**src/sv/cnms_pkg.sv**
```systemverilog
`default_nettype none
// ----------------------------------------------------------------------------
// cnms_pkg
// Shared constants and types of the Canny non-maximum suppression block.
// ----------------------------------------------------------------------------
package cnms_pkg;

  localparam int WIDTH_REG_BITS  = 11;
  localparam int HEIGHT_REG_BITS = 13;
  localparam int THR_BITS        = 16;
  localparam int CFG_INDEX_BITS  = 2;
  localparam int CFG_DATA_BITS   = 16;

  localparam logic [CFG_INDEX_BITS-1:0] CFG_IMAGE_WIDTH   = 2'd0;
  localparam logic [CFG_INDEX_BITS-1:0] CFG_IMAGE_HEIGHT  = 2'd1;
  localparam logic [CFG_INDEX_BITS-1:0] CFG_LOW_THRESHOLD = 2'd2;

  localparam logic [WIDTH_REG_BITS-1:0]  RST_IMAGE_WIDTH  = 11'd640;
  localparam logic [HEIGHT_REG_BITS-1:0] RST_IMAGE_HEIGHT = 13'd480;

  localparam int ROW_BITS     = 13;
  localparam int OUT_ROW_BITS = 12;
  localparam logic [ROW_BITS-1:0] HEIGHT_LIMIT = 13'd4096;

  localparam logic ACT_FLUSH = 1'b1;

  localparam int OUTQ_DEPTH = 8;
  localparam int OUTQ_AW    = $clog2(OUTQ_DEPTH);
  localparam int PEND_BITS  = $clog2(OUTQ_DEPTH + 1);

  typedef struct packed {
    logic emit;
    logic zero;
    logic last;
  } tag_t;

  typedef struct packed {
    logic edge_res;
    logic frame_last;
  } res_t;

endpackage

`default_nettype wire

```
**src/sv/cnms_decide.sv**
```systemverilog
`default_nettype none
// ----------------------------------------------------------------------------
// cnms_decide
// Three-stage edge decision: direction select, cross products, compare.
// ----------------------------------------------------------------------------
module cnms_decide #(
  parameter int MAG_BITS  = 16,
  parameter int GRAD_BITS = 16
) (
  input  wire logic                                  clk,
  input  wire logic                                  rst,
  input  wire cnms_pkg::tag_t                        tag,
  input  wire logic [8:0][MAG_BITS-1:0]              win,
  input  wire logic [GRAD_BITS-1:0]                  grad_v,
  input  wire logic [GRAD_BITS-1:0]                  grad_h,
  input  wire logic                                  mask,
  input  wire logic [cnms_pkg::THR_BITS-1:0]         threshold,
  output logic                                       done,
  output cnms_pkg::res_t                             result
);

  localparam int P  = MAG_BITS + GRAD_BITS;
  localparam int TW = (MAG_BITS > cnms_pkg::THR_BITS) ? MAG_BITS : cnms_pkg::THR_BITS;

  logic [GRAD_BITS-1:0] ay, ax, num, den;
  logic                 gy_zero, gx_zero, up, down, right, left, dneg, ok;
  logic [MAG_BITS-1:0]  va, vb, vc, vd;

  cnms_pkg::tag_t       a_tag;
  logic                 a_ok;
  logic [MAG_BITS-1:0]  a_m, a_va, a_vb, a_vc, a_vd;
  logic [GRAD_BITS-1:0] a_num, a_den, a_dmn;

  cnms_pkg::tag_t       b_tag;
  logic                 b_ok;
  logic [P-1:0]         b_rhs, b_pa, b_pb, b_pc, b_pd;
  logic [P:0]           lhs1, lhs2, rhs;

  always_comb begin
    ay = grad_v[GRAD_BITS-1] ? (~grad_v + GRAD_BITS'(1)) : grad_v;
    ax = grad_h[GRAD_BITS-1] ? (~grad_h + GRAD_BITS'(1)) : grad_h;
    gy_zero = (grad_v == '0);
    gx_zero = (grad_h == '0);
    up    = !grad_v[GRAD_BITS-1];
    down  = grad_v[GRAD_BITS-1] || gy_zero;
    right = !grad_h[GRAD_BITS-1];
    left  = grad_h[GRAD_BITS-1] || gx_zero;
    dneg  = (up && right) || (down && left);
    if (dneg && (ay > ax)) begin
      num = ax; den = ay; va = win[7]; vb = win[8]; vc = win[1]; vd = win[0];
    end else if (dneg) begin
      num = ay; den = ax; va = win[5]; vb = win[8]; vc = win[3]; vd = win[0];
    end else if (ay < ax) begin
      num = ay; den = ax; va = win[5]; vb = win[2]; vc = win[3]; vd = win[6];
    end else begin
      num = ax; den = ay; va = win[1]; vb = win[2]; vc = win[7]; vd = win[6];
    end
    ok = mask && !tag.zero && !(gy_zero && gx_zero)
         && (TW'(win[4]) >= TW'(threshold));
  end

  always_ff @(posedge clk) begin
    if (rst) begin
      a_tag <= '0;
      b_tag <= '0;
    end else begin
      a_tag <= tag;
      b_tag <= a_tag;
    end
  end

  always_ff @(posedge clk) begin
    a_ok  <= ok;
    a_m   <= win[4];
    a_num <= num;
    a_den <= den;
    a_dmn <= den - num;
    a_va  <= va;
    a_vb  <= vb;
    a_vc  <= vc;
    a_vd  <= vd;
    b_ok  <= a_ok;
    b_rhs <= P'(a_m) * P'(a_den);
    b_pb  <= P'(a_vb) * P'(a_num);
    b_pa  <= P'(a_va) * P'(a_dmn);
    b_pd  <= P'(a_vd) * P'(a_num);
    b_pc  <= P'(a_vc) * P'(a_dmn);
  end

  always_comb begin
    lhs1 = {1'b0, b_pb} + {1'b0, b_pa};
    lhs2 = {1'b0, b_pd} + {1'b0, b_pc};
    rhs  = {1'b0, b_rhs};
    done = b_tag.emit;
    result.edge_res   = b_ok && (lhs1 <= rhs) && (lhs2 <= rhs);
    result.frame_last = b_tag.last;
  end

endmodule

`default_nettype wire

```
**config.mk**
```make
export PLATFORM = sky130hd
export DESIGN_NAME = cnms_decide
export DESIGN_NICKNAME = d
export VERILOG_FILES = /design/src/sv/cnms_pkg.sv /design/src/sv/cnms_decide.sv
export SDC_FILE = /design/constraint.sdc
export NUM_CORES = 2
export LEC_CHECK = 0
export BUFFER_PORTS_ARGS = -buffer_cell sky130_fd_sc_hd__buf_2
export CAP_MARGIN = 15
export CORE_UTILIZATION = 55
export DETAILED_ROUTE_END_ITERATION = 16
export HOLD_SLACK_MARGIN = 0.02
export PLACE_DENSITY = 0.74
export SLEW_MARGIN = 40
export SYNTH_ARGS = -nofsm -noshare
export SYNTH_HDL_FRONTEND = slang
export SYNTH_SLANG_ARGS = --single-unit
```
**constraint.sdc**
```tcl
create_clock -name clk -period 12.29 [get_ports clk]
set_input_delay 0.6145 -clock clk [delete_from_list [all_inputs] [get_ports clk]]
set_output_delay 0.6145 -clock clk [all_outputs]
set_load 0.005 [all_outputs]
```
Yosys cells after proc, flatten, opt, wreduce, memory -nomap -nowiden
Cells that the tools add are included.
Widths: inputs -> output; s select.
{"block": "word_totals", "regBits": 294, "inputBits": 198, "wordCells": 72}
{"block": "classes", "addsub": 5, "n_mul": 5, "order_cmp": 5, "mux": 18, "bitwise_logic": 2, "reduce_logical": 18}
{"cell": "$mux 16", "n": 18}
{"cell": "$mul 16x16->32", "n": 5}
{"cell": "$add 32x32->33", "n": 2}
{"cell": "$le 33x32->1", "n": 2}
{"cell": "$add 16x1->16 const B", "n": 2}
{"cell": "$logic_not 16->1", "n": 2}
{"cell": "$not 16->16", "n": 2}
{"cell": "$ge 16x16->1", "n": 1}
{"cell": "$gt 16x16->1", "n": 1}
{"cell": "$lt 16x16->1", "n": 1}
{"cell": "$sub 16x16->16", "n": 1}
{"cell": "$logic_and 1x1->1", "n": 9}
{"cell": "$logic_not 1->1", "n": 4}
{"cell": "$logic_or 1x1->1", "n": 3}

Longest topological paths before layout
{"block": "logic_depth", "ltp_word": 8, "ltp_mapped": 27, "mapped_depth_nobuf": 26}

Worst setup path before layout
No wires, ideal clock.
{"block": "synth_timing", "kind": "flip-flop to flip-flop", "start": "register a_vc[6]", "end": "register b_pc[31]", "setup_ns": 0.120, "arrival_ns": 6.445, "setup_slack_ns": 5.725, "path_stages_with_launch": 25, "path_buffers": 1, "path_cell_list": "dfxtp_1 clkbuf_1 nand2_1 fa_1 inv_1 fa_1 ha_1 inv_1 fa_1 fa_1 inv_1 fa_1 ha_1 o21a_1 o21a_1 a2111oi_0 o21ai_1 a221o_1 a211oi_1 a211oi_1 or4_1 a31oi_1 o21ai_1 a21oi_1 xnor2_1"}
{"block": "synth_via", "elab_chain_len": 1}
{"element": "start: declaration", "line_no": "cnms_decide.sv:31", "text": "logic [MAG_BITS-1:0] a_m, a_va, a_vb, a_vc, a_vd;"}
{"element": "start signal: assignment", "line_no": "cnms_decide.sv:80", "text": "a_vc <= vc;"}
{"element": "$mul 16x16->32", "line_no": "cnms_decide.sv:87", "text": "b_pc <= P'(a_vc) * P'(a_dmn);"}
{"element": "end signal: assignment", "line_no": "cnms_decide.sv:87"}
{"element": "end: declaration", "line_no": "cnms_decide.sv:36", "text": "logic [P-1:0] b_rhs, b_pa, b_pb, b_pc, b_pd;"}
No other way between the ends.
A chain may end at the register's enable or synchronous reset.

==> flow_summary.ini <==
[clock_tree]
ctsHoldBuffers = 0
clockRootBuffer = clkbuf_16
postCtsResizedCells = 0
numCtsBuffers = 38
cts_setup_buffers = 0
clk_latency_ns = 0.60
cts_tree = built
clk_pin_slew_ns = 0.07
clkSinkCount = 294
cts.path.max_buffers = 3
h-tree-depth = 2

[sta]
clock_skew_ns = 0.0368
grt_setup_unrepaired = false
postLayoutSetupSlackWorst_ns = 4.69
max_slew_margin_pct = 39.0
finalCritPeriodShare_pct = 61.8
fmax_ghz = 0.132
finalSetupViolCount = 0
tightest_slew_ns = 0.914
hold_viol = 0
min_period_ns = 7.60
drv_slew = 0
setup_tns_ns = 0

[floorplan]
core_area_um2 = 99000
die_h_um = 319
fp.dieW_um = 319
die_area_um2 = 102000
num_rows = 115
pin_count = 201
start_util_pct = 55.8

[setup_path]
critical_path.reg2reg.startpoint = a_vc[6]
criticalPathCategory = flip-flop to primary output
ff2ff_path_depth = 23
critPathLaunch = b_pc[0]
rrSetupSlack_ns = 4.98
crit_required_ns = 11.68
crit_path_start_kind = flip-flop
critical_path.endpoint = result[1]
worstPathArrival_ns = 6.98
endpoint_kind = primary output
reg2reg_to = b_pc[29]
path_max_fanout = 4

[drt]
viasPerCell = 5.54
dr.pass1.iters = 6
wire_per_inst_um = 18.3
drt-initial-drc-count = 2463
ant_nets = 0
vias = 42300
drc = 0
wl_um = 140000

[placement]
numPortBuffers = 200
place_ws_ns = 5.08
post-dp-hpwl_um = 110000
gp_congestion = 0.973
dpl.cell_count = 7575

[final_layout]
multi_input_area_um2 = 43900
fin_nets = 8181
final_common_cell = inv_1
fillCellCount = 8539
drive_gt1_share_pct = 5.47
areaGrowthSynthToFinish_pct = 6.06
stdcell_count = 7646
final_cell_mix = inv_1 (1,240), fa_1 (972), nand2_1 (888)
final-seq-area_um2 = 5900

[synth]
synth_top_area_share_pct = 35.2
ys_top_cells_by_area = fa_1 (35%), ha_1 (15%), dfxtp_1 (11%)
synth_cell_types = 80
postSynthCellCount = 6275
ys_seq_elements = 294
synth_ff_type = dfxtp_1
syn_avg_cell_area_um2 = 8.81
syn-num-nets = 8128
synth_edf_count = 0
synthArstFlopShare_pct = 0
yosysSeqAreaShare_pct = 10.6
synth_top_area_cell = fa_1
ys_warn_count = 0
syn_area_um2 = 55300

[min_path]
hold_path.class = input pin to flip-flop
hold_depth = 1

[grt]
grt_pass1_vias = 45200
grt_usage_pct = 28.5
antenna_found_initial = 8
grt_pass1_wl_um = 232000
grt_max_degree = 70
gr-total-overflow = 0

[run]
maxCapViolCount = 0

[run_status]
outcome = completed
-- flip-flops by register name, summed over array words and instances, names as in the netlist --
register / cells
b_pd: 32
b_ok: 1
a_dmn: 16
b_pc: 32
b_rhs: 32
done: 1
a_tag: 2
a_den: 16
a_va: 16
a_vb: 16
b_pb: 32
b_pa: 32
a_ok: 1
a_vc: 16
a_vd: 16
a_m: 16
a_num: 16
result: 1
-- final cells by class --
cell class,count,area share (%)
multi-input cells,4514,74.9
clock inverters,24,0.397
diodes,2,0.00854
repair buffers,240,2.22
well taps,1287,2.75
flip-flops and latches,294,10.1
inverters,1240,7.94
clock buffers,45,1.75
-- metal layers --
metal  up-vias  track usage, %  wire (um)
met1     21200            36.2      56700
met5         -               0         50
met2      1348            49.9      69400
li1      19400               -          -
met3       294            4.04       8770
met4         8            9.25       4570
-- stage by stage --
stage          area (um^2)  util (%)  hold WS (ns)
2_1_floorplan        55300         -         0.310
3_3_place_gp         57300      57.9         0.317
3_5_place_dp         57400      57.9         0.318
4_1_cts              58600      59.2        0.0940
5_1_grt              58600      59.2         0.110
6_report             58600      59.2         0.124
-- synth_stat cells, types with 7 or more instances --
master    number
a211oi_1      15
a21o_1        92
a21oi_1      251
a31oi_1       20
a41oi_1        7
and2_1       604
and3_1        13
clkbuf_1     221
dfxtp_1      294
fa_1         972
ha_1         683
inv_1       1240
nand2_1      888
nand2b_1      37
nand3_1       52
nand4_1       26
nor2_1       168
nor2b_1       38
nor3_1        42
nor4_1        13
o211ai_1       7
o21a_1        34
o21ai_0       97
o21ai_1       10
o21bai_1      34
o22ai_1       35
o31ai_1       17
o41ai_1       10
or2_2          7
or3_1         11
or4_1          7
xnor2_1      165
xor2_1        73
-- critical path, stage by stage, from the launching register on --
cell and delay [ns]:
dfxtp_1 0.31, ha_1 0.21, fa_1 0.40, a21oi_1 0.20
nand4b_1 0.18, a31oi_1 0.18, a221oi_1 0.46, a21oi_1 0.15
o21ai_0 0.41, o211ai_1 0.25, a221o_1 0.42, a21o_1 0.20
a21oi_1 0.26, o21ai_0 0.16, xor2_1 0.16, ha_1 0.29
nand4_1 0.14, or4_1 0.58, nor4_1 0.49, o221ai_1 0.26
nor3_1 0.44, buf_2 0.20
-- worst min-delay path by stage --
| stage | start | endpoint | slack (ns) |
|---|---|---|---|
| 4_1_cts | win[64] | a_m[0] | 0.09 |
| 5_1_grt | win[64] | a_m[0] | 0.11 |
| 2_1_floorplan | a_ok | b_ok | 0.31 |
| 6_report | win[64] | a_m[0] | 0.12 |
| 3_3_place_gp | a_ok | b_ok | 0.32 |
| 3_5_place_dp | a_ok | b_ok | 0.32 |
-- kinds of logic after synthesis --
family | count (synthesis) | share of synthesized area (%)
simple gates | 1923 | 16.9
fa+ha+maj | 1655 | 50.7
buf+inv | 1467 | 9.97
compound gates | 695 | 8.00
mux | 3 | 0.0543
flops | 294 | 10.6
xor+xnor | 238 | 3.77
Power is left out: the tool's default activity adds up to more than one toggle a clock period on the data nets, which glitch-free logic cannot reach.
