### src/sv/cnms_pkg.sv
`default_nettype none
// ----------------------------------------------------------------------------
// cnms_pkg
// Shared constants and types of the Canny non-maximum suppression block.
// ----------------------------------------------------------------------------
package cnms_pkg;

  localparam int WIDTH_REG_BITS  = 11;
  localparam int HEIGHT_REG_BITS = 13;
  localparam int THR_BITS        = 16;
  localparam int CFG_INDEX_BITS  = 2;
  localparam int CFG_DATA_BITS   = 16;

  localparam logic [CFG_INDEX_BITS-1:0] CFG_IMAGE_WIDTH   = 2'd0;
  localparam logic [CFG_INDEX_BITS-1:0] CFG_IMAGE_HEIGHT  = 2'd1;
  localparam logic [CFG_INDEX_BITS-1:0] CFG_LOW_THRESHOLD = 2'd2;

  localparam logic [WIDTH_REG_BITS-1:0]  RST_IMAGE_WIDTH  = 11'd640;
  localparam logic [HEIGHT_REG_BITS-1:0] RST_IMAGE_HEIGHT = 13'd480;

  localparam int ROW_BITS     = 13;
  localparam int OUT_ROW_BITS = 12;
  localparam logic [ROW_BITS-1:0] HEIGHT_LIMIT = 13'd4096;

  localparam logic ACT_FLUSH = 1'b1;

  localparam int OUTQ_DEPTH = 8;
  localparam int OUTQ_AW    = $clog2(OUTQ_DEPTH);
  localparam int PEND_BITS  = $clog2(OUTQ_DEPTH + 1);

  typedef struct packed {
    logic emit;
    logic zero;
    logic last;
  } tag_t;

  typedef struct packed {
    logic edge_res;
    logic frame_last;
  } res_t;

endpackage

`default_nettype wire

### src/sv/cnms_outq.sv
`default_nettype none
// ----------------------------------------------------------------------------
// cnms_outq
// Small result queue between the decision pipeline and the output channel.
// ----------------------------------------------------------------------------
module cnms_outq (
  input  wire logic           clk,
  input  wire logic           rst,
  input  wire logic           push,
  input  wire cnms_pkg::res_t din,
  input  wire logic           pop,
  output logic                valid,
  output cnms_pkg::res_t      dout
);

  cnms_pkg::res_t                   q [cnms_pkg::OUTQ_DEPTH];
  logic [cnms_pkg::OUTQ_AW-1:0]     wr_ptr, rd_ptr;
  logic [cnms_pkg::PEND_BITS-1:0]   count, count_next;

  always_comb begin
    count_next = count + cnms_pkg::PEND_BITS'(push) - cnms_pkg::PEND_BITS'(pop);
    valid      = (count != '0);
    dout       = q[rd_ptr];
  end

  always_ff @(posedge clk) begin
    if (rst) begin
      wr_ptr <= '0;
      rd_ptr <= '0;
      count  <= '0;
    end else begin
      if (push) wr_ptr <= wr_ptr + cnms_pkg::OUTQ_AW'(1);
      if (pop)  rd_ptr <= rd_ptr + cnms_pkg::OUTQ_AW'(1);
      count <= count_next;
    end
  end

  always_ff @(posedge clk) begin
    if (push) q[wr_ptr] <= din;
  end

endmodule

`default_nettype wire

### config.mk
export PLATFORM = sky130hd
export DESIGN_NAME = cnms_outq
export DESIGN_NICKNAME = d
export VERILOG_FILES = /design/src/sv/cnms_pkg.sv /design/src/sv/cnms_outq.sv
export SDC_FILE = /design/constraint.sdc
export NUM_CORES = 1
export LEC_CHECK = 0
export BUFFER_PORTS_ARGS = -buffer_cell sky130_fd_sc_hd__buf_4
export CORE_UTILIZATION = 45
export CTS_BUF_LIST = sky130_fd_sc_hd__clkbuf_2
export CTS_CLUSTER_SIZE = 8
export DETAILED_ROUTE_END_ITERATION = 12
export HOLD_SLACK_MARGIN = 0.03
export PLACE_DENSITY_LB_ADDON = 0.1
export SETUP_SLACK_MARGIN = 0.15
export SYNTH_ARGS = -nofsm -noshare
export SYNTH_HDL_FRONTEND = slang
export SYNTH_SLANG_ARGS = --single-unit
### constraint.sdc
create_clock -name clk -period 2.1 [get_ports clk]
set_clock_uncertainty 0.1 [all_clocks]
set_input_delay 0.105 -clock clk [delete_from_list [all_inputs] [get_ports clk]]
set_output_delay 0.105 -clock clk [all_outputs]
set_load 0.005 [all_outputs]
### Yosys cells after proc, flatten, opt, wreduce, memory -nomap -nowiden

Memories as Yosys holds them, arrays and structs flattened. A register that Yosys moved wholly into a read port is not among the register bits.
Index checks and enable logic that the tools add are counted.
W data, S select, Z words.

| operators by class | value |
|---|---|
| $add $sub $neg | 4 |
| mux-type cells | 4 |
| reduce and logical (&&, ||, !) cells | 1 |

Operators by type and width:

| kind | count |
|---|---|
| $add A3 B1 Y3 const B | 2 |
| $mux W3 | 2 |
| $add A4 B1 Y4 | 1 |
| $reduce_bool A4 Y1 | 1 |
| $sub A4 B1 Y4 | 1 |
| $mux W1 | 2 |

| storage, ports and cells | value |
|---|---|
| flip-flop bits (word level) | 10 |
| memory bits (writable) | 16 |
| input bits | 6 |
| output and inout bits | 3 |
| word-level logic and storage cells | 13 |
| memories kept | 1 |

Memories:

| name | depth | bits a word | rd ports | clocked after Yosys merged registers in | write ports | line | text |
|---|---|---|---|---|---|---|---|
| q | 8 | 2 | 1 | 1 | 1 | cnms_outq.sv:16 | `cnms_pkg::res_t q [cnms_pkg::OUTQ_DEPTH];` |

### Depth between registers and ports, before layout

Gate-level depths: netlist of the first run.

| depth | value |
|---|---|
| depth in word-level cells | 3 |
| gate-level depth with buffers | 8 |
| depth with buffers taken out | 8 |

### Worst setup path after synthesis of the first run

Ideal clock, no wire load.

| timing | value |
|---|---|
| path type | reg-to-reg |
| from | register count[0] (netlist name) |
| to | register count[2] (netlist name) |
| library setup time | 128 ps |
| arrival time | 1372 ps |
| data required time | 1872 ps |
| slack | 501 ps |
| cell stages (with the launch flop) | 9 |
| path buffers | 0 |
| clock period less this slack | 1599 ps |
| path through | dfxtp_1 > inv_1 > ha_1 > inv_1 > ha_1 > inv_1 > fa_1 > xor2_1 > nor2_1 |

| between the ends | value |
|---|---|
| longest elaborated chain between the ends | 2 |

RTL lines:

| what | line | text |
|---|---|---|
| from (decl) | cnms_outq.sv:18 | `logic [cnms_pkg::PEND_BITS-1:0] count, count_next;` |
| from (signal assigned) | cnms_outq.sv:34 | `count <= count_next;` |
| $add A4 B1 Y4 | cnms_outq.sv:21 | `count_next = count + cnms_pkg::PEND_BITS'(push) - cnms_pkg::PEND_BITS'(pop);` |
| $sub A4 B1 Y4 | cnms_outq.sv:21 |  |

No other way between the ends.
A chain may end at the register's enable or synchronous reset.

==> impl_summary.txt, run 1 <==
----------------------------------------------------
[Outcome]
  Result of the run ... complete, no violations

[Worst hold path]
  Class of the tightest hold or removal check ... reg2reg
  Start point of the worst hold path ... wr_ptr[2]$_SDFFE_PP0P_

[Routing]
  Antenna Violating Nets Remaining ... 0
  Highest layer used for signal routing ... met4
  Met1 Wirelength ... 835 um
  Post-DR vias/cell ... 4.75
  WL final ... about 1.8 mm
  Starting DRC count in detailed routing ... 7
  Routed length per placed instance ... 12.6 um
  Iteration count of the initial detailed-routing pass ... 4
  Met2 Wirelength ... approximately 860 um
  Total via count after detailed routing ... 665
  Length of routed met3 wiring ... around 67 um
  DRC ... 0

[Logic synthesis]
  Top cell type by total area after synthesis ... sky130_fd_sc_hd__edfxtp_1
  Area share of the largest cell type after synthesis ... 39.5%
  Number of synthesis warnings ... 0
  Fraction of the yosys area taken by sequential cells ... between 60% and 70%
  Mapped Area ... 1210 um2
  Syn_area_per_cell ... approximately 13 um2
  Synthesized instance count ... 90
  Number of unique standard cell types used by synthesis ... 19
  Number of nets produced by synthesis ... approximately 100
  Cell types with the largest area share after synthesis ... sky130_fd_sc_hd__edfxtp_1 (40%), sky130_fd_sc_hd__dfxtp_1 (21%), sky130_fd_sc_hd__mux4_1 (8.7%)
  Synthesis-stage register bit count ... 29

[Setup path]
  Crit path buf inv count ... 1
  Slowest stage cell, crit path ... sky130_fd_sc_hd__mux4_2
  Category of the worst setup path capture point ... output pin
  Largest delay contributor family on the critical path ... multiplexers
  Startpoint kind of the worst setup timing path ... flop
  Slowest stage delay, CP ... approximately 500 ps
  Largest fanout of any net on the critical path ... 4
  Reg-to-reg startpoint ... count[0]$_SDFF_PP0_
  Critical-path cell list ... mux4_2 > mux2_4 > buf_6
  Arrival time of the worst setup path ... about 1700 ps
  Critical path data required time ... 1890 ps
  Category of the critical setup timing path ... reg2out

[Layout]
  Share of layout cells above drive strength 1 ... between 20% and 30%
  Number of nets at the end of the flow ... about 120
  Synth-to-layout area growth ... 15.4%
  Final cell utilization of the core ... between 50% and 60%
  Diode count ... 0
  Count of fill cells added during filler insertion ... about 230

[Timing]
  Fmax ... 0.540 GHz
  Setup repair after global routing missed its margin ... yes
  Post-layout min period ... 1850 ps
  Pins Over Slew Limit ... 0
  Least setup slack across all paths after layout ... 247 ps
  Post-route fraction of the period consumed by the critical path ... around 90%
  Final setup viols ... 0
  Pin slew with the least headroom to its limit ... ~350 ps
  Final Hold Fails ... 0
  Relative slew slack ... about three quarters
  Setup TNS after final layout ... 0 ps

[Pwr]
  Peak VDD IR ... between 600 and 700 uV
  Post-layout power ... 1.21 mW
  Pwr Density ... 862 nW/um2
  Leakage dissipation ... 0.547 nW

[Floorplanning]
  Number of core rows ... 18
  Die X-Extent ... 54.0 um
  Overall die area ... roughly 2900 um2
  Top-Level Pins ... 9
  Effective utilization at floorplan ... roughly half
  Core region area ... roughly 2500 um2
  Vertical extent of the die ... approximately 54 um

[Global routing]
  GRT Util Overall ... 15.9%
  Global-route wire length before repair ... approximately 3 mm
  Maximum number of pins on one net before global-route repair ... 13
  Via count of the first global-routing pass ... 681
  Remaining global-route overflow ... 0
  Initial antenna violation count ... 0

[Clock tree]
  Clock-pin slew on the worst setup and hold paths ... 150 ps
  Largest buffer count on any clock path ... 2
  Number of buffers created by CTS ... 5
  Root cell of the clock tree ... sky130_fd_sc_hd__clkbuf_2
  Setup Fix Bufs, Post-CTS ... 0
  Clock insertion delay at the later pin of the skew report ... about 330 ps
  Count of clock tree sinks ... 29
  H-tree depth ... 2
  Clock tree from TritonCTS ... yes

[Placement]
  Count of input and output buffers ... 8
  Setup slack at placement ... 439 ps
  Weighted congestion reported at the end of routability-driven placement ... around 0.70

[Run]
  Max capacitance violation total ... 0

----------------------------------------------------
-- where the power goes --
part	internal [mW]	leakage (nW)	total [mW]	switching, mW
logic	0.150	0.261	0.275	0.125
clock network	0.0838	0.0327	0.260	0.176
registers	0.646	0.253	0.675	0.0292
total	0.880	0.547	1.21	0.330
-- tightest hold or removal path: stages, from the launching register on --
cell	delay [ps]
sky130_fd_sc_hd__dfxtp_1	380
sky130_fd_sc_hd__xor2_1	70
sky130_fd_sc_hd__nor2_1	70
-- final cells by class --
class / instances / area [um2] / area share (%)
Clock inverter: 2 / 10.0 / 0.714
Tap cell: 30 / 37.5 / 2.68
Multi-Input combinational cell: 53 / 437 / 31.1
Sequential cell: 29 / 744 / 53.1
Clock buffer: 6 / 30.0 / 2.14
Timing Repair Buffer: 13 / 118 / 8.39
Inverter: 7 / 26.3 / 1.87
-- through the flow --
step	instance area [um2]	hold slack, ps	instances
final	1400	446	140
after global routing	1400	407	140
after CTS	1400	407	140
after detailed placement	1310	246	127
after global placement	1310	247	127
after floorplan	1210	104	90
-- cells in the final DEF (no fill, tap or decap), drive strengths merged, types with 2 or more instances in the layout --
cell / Yosys / routed
nor2: 16 / 16
edfxtp: 16 / 16
dfxtp: 13 / 13
buf: 0 / 8
inv: 7 / 7
ha: 7 / 7
clkbuf: 1 / 6
dlygate4sd3: 0 / 5
mux4: 4 / 4
nand2: 4 / 4
nand2b: 4 / 4
xor2: 3 / 3
mux2: 2 / 2
nor3: 2 / 2
nand3: 2 / 2
xnor2: 2 / 2
mux2i: 2 / 2
a21oi: 2 / 2
clkinv: 0 / 2
-- timing repair --
action                                  in CTS  in global routing
hold endpoints to repair                    28                  0
hold buffers                                 5                  0
gates resized for setup                      4                  6
endpoints found under the setup margin       2                  2
-- cell usage after synthesis --
master	number
sky130_fd_sc_hd__nor2_1	16
sky130_fd_sc_hd__xor2_1	3
sky130_fd_sc_hd__mux2_2	2
sky130_fd_sc_hd__a21oi_1	2
sky130_fd_sc_hd__nand2b_1	4
sky130_fd_sc_hd__a31o_2	1
sky130_fd_sc_hd__inv_1	7
sky130_fd_sc_hd__nand3_1	2
sky130_fd_sc_hd__xnor2_1	2
sky130_fd_sc_hd__dfxtp_1	13
sky130_fd_sc_hd__ha_1	7
sky130_fd_sc_hd__nor3_1	2
sky130_fd_sc_hd__nor2b_1	1
sky130_fd_sc_hd__fa_1	1
sky130_fd_sc_hd__edfxtp_1	16
sky130_fd_sc_hd__clkbuf_1	1
sky130_fd_sc_hd__mux2i_1	2
sky130_fd_sc_hd__mux4_1	4
sky130_fd_sc_hd__nand2_1	4
-- worst paths after layout --
path,endpoint,slack [ps],depth (start not counted)
worst max register to register,count[2]$_SDFF_PP0_,430,8
worst min register to register,wr_ptr[2]$_SDFFE_PP0P_,450,2
worst min-delay path,wr_ptr[2]$_SDFFE_PP0P_,450,2
worst max-delay path,dout[1],250,3
-- per-layer routing --
metal	GRT usage (%)	vias to the layer above
met2	23.3	12
met1	19.5	299
met5	0	-
met4	7.89	0
li1	-	352
met3	7.63	2
-- logic make-up after synthesis --
group	count (synthesis)	synth area share (%)
mux	8	12.2
fa+ha+maj	8	8.86
compound gates	3	1.54
simple gates	29	10.4
flops	29	61.0
buf+inv	8	2.47
xor+xnor	5	3.61
(Power assumes the default switching activity.)
==> run 2: changes to the inputs <==
CAP_MARGIN = 40   (was default)
MAX_ROUTING_LAYER = met4   (was default)
TNS_END_PERCENT = 100   (was default)
==> impl_summary.txt, run 2 (synthesis results as in run 1) <==
----------------------------------------------------
[Timing]
  Post-Route Hold Slack ... 446 ps (+0.00100 ps)
  Least setup slack across all paths after layout ... 247 ps (+0.0960 ps)
  Setup TNS after final layout ... 0 ps (unchanged)
  Final Hold Fails ... 0 (unchanged)
  Relative slew slack ... 76.4% (unchanged)
  Final setup viols ... 0 (unchanged)
  Pins Over Slew Limit ... 0 (unchanged)
  Post-route fraction of the period consumed by the critical path ... 88.2% (about the same)
  Setup repair after global routing missed its margin ... yes
  Pin slew with the least headroom to its limit ... 352 ps (unchanged)
  Post-layout min period ... 1850 ps (-0.0960 ps)
  Fmax ... 0.540 GHz (about the same)

[Floorplanning]
  Core region area ... 2520 um2 (unchanged)
  Top-Level Pins ... 9 (unchanged)
  Number of core rows ... 18 (unchanged)
  Vertical extent of the die ... 54.0 um (unchanged)
  Effective utilization at floorplan ... 48.2% (unchanged)
  Overall die area ... 2910 um2 (unchanged)
  Die X-Extent ... 54.0 um (unchanged)

[Setup path]
  Reg-to-reg startpoint ... count[0]$_SDFF_PP0_
  Crit path depth ... 3 (unchanged)
  Startpoint kind of the worst setup timing path ... flop
  Slowest stage cell, crit path ... sky130_fd_sc_hd__mux4_2
  Capture point of the worst path ... dout[1]
  Category of the worst setup path capture point ... output pin
  Critical path data required time ... 1890 ps (about the same)
  Largest fanout of any net on the critical path ... 4 (unchanged)
  Register-to-register setup slack ... 430 ps (about the same)
  Largest delay contributor family on the critical path ... multiplexers
  Crit path buf inv count ... 1 (unchanged)
  Arrival time of the worst setup path ... 1650 ps (about the same)
  Worst-case reg-to-reg path depth ... 8 (unchanged)
  Slowest stage delay, CP ... 500 ps (about the same)
  Category of the critical setup timing path ... reg2out
  Critical-path cell list ... mux4_2 > mux2_4 > buf_6
  Worst flop-to-flop path endpoint ... count[2]$_SDFF_PP0_

[Layout]
  Most frequent cells in the layout ... sky130_fd_sc_hd__nor2_1 (16), sky130_fd_sc_hd__edfxtp_1 (16), sky130_fd_sc_hd__dfxtp_1 (12), sky130_fd_sc_hd__inv_1 (7), sky130_fd_sc_hd__ha_1 (7)
  Share of layout cells above drive strength 1 ... 21.8% (unchanged)
  Finished Cell Area ... 1400 um2 (unchanged)
  Number of standard cells in the layout, taps in and fillers out ... 140 (unchanged)
  Final cell utilization of the core ... 55.6% (unchanged)
  Diode count ... 0 (unchanged)
  Synth-to-layout area growth ... 15.4% (unchanged)
  Number of nets at the end of the flow ... 123 (unchanged)

[Run]
  Max capacitance violation total ... 0 (unchanged)

[Placement]
  Placed instance count ... 127 (unchanged)
  Weighted congestion reported at the end of routability-driven placement ... 0.703 (+1.1%)
  Setup slack at placement ... 439 ps (unchanged)
  Count of input and output buffers ... 8 (unchanged)
  Cell Area, Placed ... 1310 um2 (unchanged)

[Clock tree]
  Root cell of the clock tree ... sky130_fd_sc_hd__clkbuf_2
  Setup Fix Bufs, Post-CTS ... 0 (unchanged)
  Largest buffer count on any clock path ... 2 (unchanged)
  Count of clock tree sinks ... 29 (unchanged)
  Number of buffers created by CTS ... 5 (unchanged)
  H-tree depth ... 2 (unchanged)
  Clock tree from TritonCTS ... yes
  Clock-pin slew on the worst setup and hold paths ... 150 ps (about the same)
  Clock insertion delay at the later pin of the skew report ... 330 ps (about the same)

[Global routing]
  Remaining global-route overflow ... 0 (unchanged)
  Global-route wire length before repair ... 3.02 mm (+0.23%)
  Initial antenna violation count ... 0 (unchanged)
  Met3 usage ... 7.63% (unchanged)
  Maximum number of pins on one net before global-route repair ... 13 (unchanged)
  Global-route met1 utilization ... 19.5% (unchanged)
  Via count of the first global-routing pass ... 680 (-0.15%)
  M2 GR Usage ... 23.3% (unchanged)
  GRT Util Overall ... 16.4% (+0.47 points)
  Most congested layer reported by global routing ... met2

[Routing]
  Iteration count of the initial detailed-routing pass ... 4 (unchanged)
  Routed length per placed instance ... 12.6 um (unchanged)
  WL final ... 1.77 mm (unchanged)
  Total via count after detailed routing ... 665 (unchanged)
  Post-DR vias/cell ... 4.75 (unchanged)
  DRC ... 0 (unchanged)
  Antenna Violating Nets Remaining ... 0 (unchanged)
  Starting DRC count in detailed routing ... 7 (unchanged)

[Worst hold path]
  Class of the tightest hold or removal check ... reg2reg

[Outcome]
  Result of the run ... complete, no violations

[Pwr]
  Pwr Density ... 862 nW/um2 (about the same)
  Post-layout power ... 1.21 mW (about the same)
  Peak VDD IR ... 648 uV (about the same)
  Leakage dissipation ... 0.547 nW (unchanged)

----------------------------------------------------
-- run 2: cell counts in the layout (fill, tap and decap cells not counted) --
Identical to the previous run, type by type.
-- run 2: how the worst min path moves through the flow --
| stage | endpoint | cells after the start | slack (ps) | start |
|---|---|---|---|---|
| finish | wr_ptr[2]$_SDFFE_PP0P_ | 2 | 450 | wr_ptr[2]$_SDFFE_PP0P_ |
| global route | wr_ptr[2]$_SDFFE_PP0P_ | 3 | 410 | rst |
| CTS | q[5][1]$_DFFE_PP_ | 2 | 410 | din[1] |
| detailed placement | q[5][0]$_DFFE_PP_ | 1 | 250 | din[0] |
| global placement | q[4][0]$_DFFE_PP_ | 1 | 250 | din[0] |
| floorplan | q[0][0]$_DFFE_PP_ | 0 | 100 | din[0] |
-- run 2: per-layer routing --
| metal | routed length [um] | vias up |
|---|---|---|
| li1 | - | 352 |
| met1 | 835 | 299 |
| met2 | 855 | 12 |
| met3 | 67 | 2 |
| met4 | 12 | 0 |
| met5 | 0 | - |
-- run 2: timing repair --
action,in CTS,in global routing
resized for setup,4,6
hold buffers,5,0
hold endpoints to repair,28,0
setup endpoints to repair,2,2
-- run 2: final cells by class --
class	count	area (um2)
Tap cell	30	37.5
Timing Repair Buffer	13	118
Clock inverter	2	10.0
Inverter	7	26.3
Fill cell	227	1120
Sequential cell	29	744
Clock buffer	6	30.0
Multi-Input combinational cell	53	437
-- run 2: tightest hold or removal path: stages, from the launching register on --
cell                      delay (ps)
sky130_fd_sc_hd__dfxtp_1         380
sky130_fd_sc_hd__xor2_1           70
sky130_fd_sc_hd__nor2_1           70
-- run 2: power breakdown --
| group | internal [mW] | switching, mW |
|---|---|---|
| clock | 0.0838 | 0.176 |
| combinational | 0.150 | 0.125 |
| sequential | 0.646 | 0.0292 |
| total | 0.880 | 0.330 |
